--- config.mk ---
export PLATFORM = sky130hd
export DESIGN_NAME = rbsi_fifo
export DESIGN_NICKNAME = d
export VERILOG_FILES = /design/src/sv/rbsi_pkg.sv /design/src/sv/rbsi_fifo.sv
export SDC_FILE = /design/constraint.sdc
export NUM_CORES = 1
export LEC_CHECK = 0
export CORE_MARGIN = 3
export CORE_UTILIZATION = 40
export CTS_CLUSTER_DIAMETER = 50
export DETAILED_ROUTE_END_ITERATION = 8
export DONT_BUFFER_PORTS = 1
export PLACE_DENSITY_LB_ADDON = 0.25
export REMOVE_ABC_BUFFERS = 1
export SETUP_SLACK_MARGIN = 0.1
export SLEW_MARGIN = 0
export SYNTH_ARGS = -nofsm -noshare
export SYNTH_HDL_FRONTEND = slang
export SYNTH_SLANG_ARGS = --single-unit
--- constraint.sdc ---
create_clock -name clk -period 7.5 [get_ports clk]
set_clock_uncertainty 0.2 [all_clocks]
set_input_delay 0 -clock clk [delete_from_list [all_inputs] [get_ports clk]]
set_output_delay 0 -clock clk [all_outputs]
set_load 0.05 [all_outputs]
--- src/sv/rbsi_pkg.sv ---
// Shared constants, types and functions for the ray/box slab intersection block.
package rbsi_pkg;

	localparam int FRAC_BITS_DEF = 16;
	localparam int DATA_W = 32;
	localparam int NUM_W = 33;
	localparam int QDEPTH_DEF = 4;

	localparam logic [2:0] NORMAL_NONE = 3'd0;
	localparam logic [2:0] NORMAL_POS_X = 3'd1;
	localparam logic [2:0] NORMAL_NEG_X = 3'd2;
	localparam logic [2:0] NORMAL_POS_Y = 3'd3;
	localparam logic [2:0] NORMAL_NEG_Y = 3'd4;

	localparam logic signed [31:0] S32_MAX = 32'sh7FFF_FFFF;
	localparam logic signed [31:0] S32_MIN = 32'sh8000_0000;

	// One item as it travels through the front pipeline.
	typedef struct packed {
		logic signed [31:0] origin_x;
		logic signed [31:0] origin_y;
		logic signed [31:0] dir_x;
		logic signed [31:0] dir_y;
		logic signed [31:0] box_left;
		logic signed [31:0] box_top;
		logic signed [31:0] box_right;
		logic signed [31:0] box_bottom;
	} ray_item_t;

	// Classified item handed from the front part to the back part.
	typedef struct packed {
		logic hit;
		logic signed [31:0] entry_time;
		logic signed [31:0] origin_x;
		logic signed [31:0] origin_y;
		logic signed [31:0] dir_x;
		logic signed [31:0] dir_y;
		logic [2:0] normal_code;
	} hit_item_t;

	function automatic logic signed [31:0] sat32(input logic signed [65:0] v);
		logic signed [31:0] r;
		if (v > 66'sh0_7FFF_FFFF) begin
			r = S32_MAX;
		end else if (v < -66'sh0_8000_0000) begin
			r = S32_MIN;
		end else begin
			r = v[31:0];
		end
		return r;
	endfunction

endpackage

--- src/sv/rbsi_fifo.sv ---
// Short queue between the front and back parts.
module rbsi_fifo import rbsi_pkg::*; #(
	parameter int DEPTH = QDEPTH_DEF
) (
	input  logic clk,
	input  logic arst_n,
	input  logic wr,
	input  hit_item_t wdata,
	input  logic rd,
	output hit_item_t rdata,
	output logic nempty,
	output logic [$clog2(DEPTH+1)-1:0] count
);
	localparam int AW = (DEPTH > 1) ? $clog2(DEPTH) : 1;
	hit_item_t mem_q [DEPTH];
	logic [AW-1:0] wp_q, rp_q;
	always_ff @(posedge clk or negedge arst_n) begin
		if (!arst_n) begin
			wp_q <= '0;
			rp_q <= '0;
			count <= '0;
		end else begin
			if (wr) wp_q <= (wp_q == AW'(DEPTH-1)) ? '0 : wp_q + 1'b1;
			if (rd) rp_q <= (rp_q == AW'(DEPTH-1)) ? '0 : rp_q + 1'b1;
			count <= count + (wr ? 1'b1 : 1'b0) - (rd ? 1'b1 : 1'b0);
		end
	end
	always_ff @(posedge clk) begin
		if (wr) mem_q[wp_q] <= wdata;
	end
	assign rdata = mem_q[rp_q];
	assign nempty = (count != '0);
endmodule

* Word level (Yosys, flattened, before mapping) *
Memory sizes are Yosys's and may differ from the RTL's.
Cells that the tools add are included.

storage, ports and cells
  memory bits (writable) = 656
  register bits after elaboration = 7
  output and inout port bits = 168
  bits in latches = 0
  bits of input ports = 168
  memory bits (read-only) = 0
  word-level logic and storage cells = 17
  memories kept = 1

cells by class
  mux-type cells = 6
  multipliers = 0
  div/mod/pow operators = 0
  reductions and logical operators = 1
  equal/unequal tests = 2
  bitwise operators = 0
  $lt $le $gt $ge = 0
  add/subtract/negate cells = 4
  shift operators = 0

memory list
  name   depth  bits a word  rd ports  clocked after Yosys merged registers in  write ports  RTL line         text
  mem_q  4      164          1         0                                        1            rbsi_fifo.sv:15  hit_item_t mem_q [DEPTH];

operators by type and width
  operator                                                       count
  2-bit by 1-bit adder with 2-bit output, second input constant  2
  2-bit == test, second input constant                           2
  1-bit two-way mux                                              4
  2-bit two-way mux                                              2
  3-bit by 1-bit adder with 3-bit output                         1
  3-bit nonzero test                                             1
  3-bit by 1-bit subtractor with 3-bit output                    1

* Logic depth before layout (Yosys ltp) *
  depth after elaboration = 3
  depth in mapped cells = 8
  gate-level depth less buffers = 8

* Least setup slack after synthesis *
No wires, ideal clock.

  path kind = register to register
  start = register wp_q[0]
  end = memory mem_q[2][0] in the netlist's numbering (enable)
  arrival = 4362 ps
  stages on the path, launching flop included = 4
  required time = 6757 ps
  buffers on the path = 0
  library setup time = 543 ps
  path slack = 2395 ps
  cell sequence = dfrtp_1 > inv_1 > ha_1 > and2_1

RTL lines
  element                 RTL line         text
  start, declared         rbsi_fifo.sv:16  logic [AW-1:0] wp_q, rp_q;
  start signal, assigned  rbsi_fifo.sv:23  if (wr) wp_q <= (wp_q == AW'(DEPTH-1)) ? '0 : wp_q + 1'b1;
  end, declared           rbsi_fifo.sv:15

Straight into the memory's write port.

==> impl_metrics.ini <==
[outcome]
outcome = complete, no violations

[global_routing]
grt_usage = 0.155
grt_pass1_vias = 11800
grt_pass1_wl_microns = 73800
grt_max_degree = 109
antenna_found_initial = 3
grt_overflow = 0

[power]
power_w = 0.0131
vdd_drop_max_mv = 0.260
power_density_nw_per_um2 = 425
leakagePower_nw = 9.94

[critical_path]
critPathTopFamily = flip-flops
setup.worst_path.class = flip-flop to output port
slowest_delay_ns = 0.93
worstPathCellList = buf_12 -> mux4_2
crit_slowest_cell = dfrtp_4
crit_fanout = 93
crit_path_end_kind = output port
crit_arrival_ns = 3.20
worstPathBufferInverterCount = 1
cp.required_ns = 7.30
critPathLaunchType = flip-flop

[place]
dpl_worst_slack_ns = 4.54
post-dp-hpwl_microns = 26900
io_buffers = 0
place_congestion = 0.703

[timing]
slew_headroom = 0.336
final_hold_viol_count = 0
setup_ws_ns = 4.10
slew_viol_final = 0
finalCritPeriodShare = 0.454
rsz0062_at_grt = false
setup_viol = 0
tightest_slew_ns = 0.996
period_minus_slack_ns = 3.40
clock.fmax_mhz = 294

[logic_synthesis]
ys_types = 20
synth.top_cell.area_share = 0.818
yosysSeqAreaShare = 0.825
synth_top_cell_by_area = edfxtp_1
synth-seq-cells = 663
ys_warn_count = 0
syn-instance-count = 892
synth_area_per_cell_sq_um = 27.0
synthTopCellsByArea = edfxtp_1 82%, mux4_2 15%, buf_6 0.75%
syn_area_sq_um = 24100

[route]
drt_wl_total_microns = 48600
drc = 0
wl_per_cell_microns = 23.0
first_pass_iters = 5
ant_nets = 0
viasPerCell = 5.06
vias = 10700
drt-initial-drc-count = 462

[finish]
layout.nets = 1453
syn_to_final_growth_pct = 27.6
final_cell_mix = 656 x edfxtp_1, 332 x dlygate4sd3_1, 164 x mux4_2
drive_gt1_frac = 0.222
fillerInstances = 4558
final_common_cell = edfxtp_1

[clock_network]
h-tree-depth = 3
cts_buffers = 77
cts_resized = 0
clockBufferDepth = 3
cts_tree = done
cts_root_buf = clkbuf_16
clock_sinks = 663
clk_pin_slew_ns = 0.05
worstSkewPairLatency_ns = 0.59
post_cts_buffers = 0
cts-hold-fix-buffers = 332

[floorplanning]
die-area_sq_um = 63200
num_rows = 89
die_width_microns = 251
die_y_microns = 251
initial_utilization = 0.406
core-area_sq_um = 59400
num_io_pins = 336

[min_path]
hp-class = primary input to flip-flop

[job]
maxCapViolations = 0
where the power goes:
| group | total, W | switching (W) | internal (W) | leakage [nW] |
|---|---|---|---|---|
| registers | 0.00503 | 0.000284 | 0.00475 | 6.11 |
| logic | 0.00440 | 0.00326 | 0.00114 | 2.61 |
| clock network | 0.00364 | 0.00145 | 0.00219 | 1.22 |
state kept, by name (all words and copies together), names as in the netlist:
signal  cells
rp_q        2
wp_q        2
mem_q     656
count       3
through the flow:
step / cells / hold WS, ns / setup TNS (ns) / util / instance area [sq um]
CTS: 2110 / 0.0131 / 0 / 0.518 / 30700
floorplan: 855 / -0.496 / -0.136 / - / 23800
global route: 2110 / 0.0393 / 0 / 0.518 / 30700
detailed placement: 1639 / -0.494 / 0 / 0.419 / 24900
global placement: 1639 / -0.494 / 0 / 0.419 / 24900
finish: 2111 / 0.0653 / 0 / 0.518 / 30700
kinds of logic after synthesis:
kind of cell / share of synthesized area
DFF: 0.825
muxes: 0.154
buffers and inverters: 0.0132
adders and majority gates: 0.00447
and+or+nand+nor: 0.00197
AOI/OAI and AO/OA: 0.000416
xor gates and xnor gates: 0.000727
worst register-to-register path, cell delays in order (launching register included):
cell,delay (ns)
dfrtp_1,0.40
inv_1,0.10
ha_1,0.14
and2_4,0.78
buf_4,0.82
final cells by class:
type,instances,area (sq um),area share
Clock inverter,47,490,0.0160
Tap cell,773,967,0.0315
Sequential cell,663,19900,0.647
Timing Repair Buffer,343,3430,0.112
Inverter,6,22.5,0.000733
Multi-Input combinational cell,186,3910,0.127
Antenna cell,1,2.50,0.0000814
Clock buffer,92,2030,0.0659
synthesized netlist by cell type (all sizes together):
library cell,n
nor2,1
xnor2,2
o21ai,2
fa,1
dfrtp,7
and2,4
buf,36
clkbuf,1
ha,7
nand2,1
mux2,2
edfxtp,656
or3,1
mux4,164
or3b,1
inv,6
routing by layer:
metal,track usage,vias up,share of wire
li1,-,4659,-
met1,0.194,5654,0.40
met2,0.258,286,0.51
met3,0.0505,82,0.065
met4,0.0507,4,0.027
met5,0,-,0.00043
final timing paths:
| check | end | cells after the start | from | slack (ns) |
|---|---|---|---|---|
| setup / recovery | rdata[112] | 2 | rp_q[0] | 4.10 |
| hold reg to reg | wp_q[1] | 2 | wp_q[1] | 0.43 |
| min in group asynchronous | count[0] | 2 | arst_n | 0.16 |
| max in group asynchronous | rp_q[0] | 2 | arst_n | 6.59 |
| setup reg to reg | mem_q[1][53] | 4 | wp_q[1] | 4.65 |
| hold / removal | rp_q[1] | 2 | rd | 0.07 |
No activity file was read; power rests on OpenSTA's default activity.
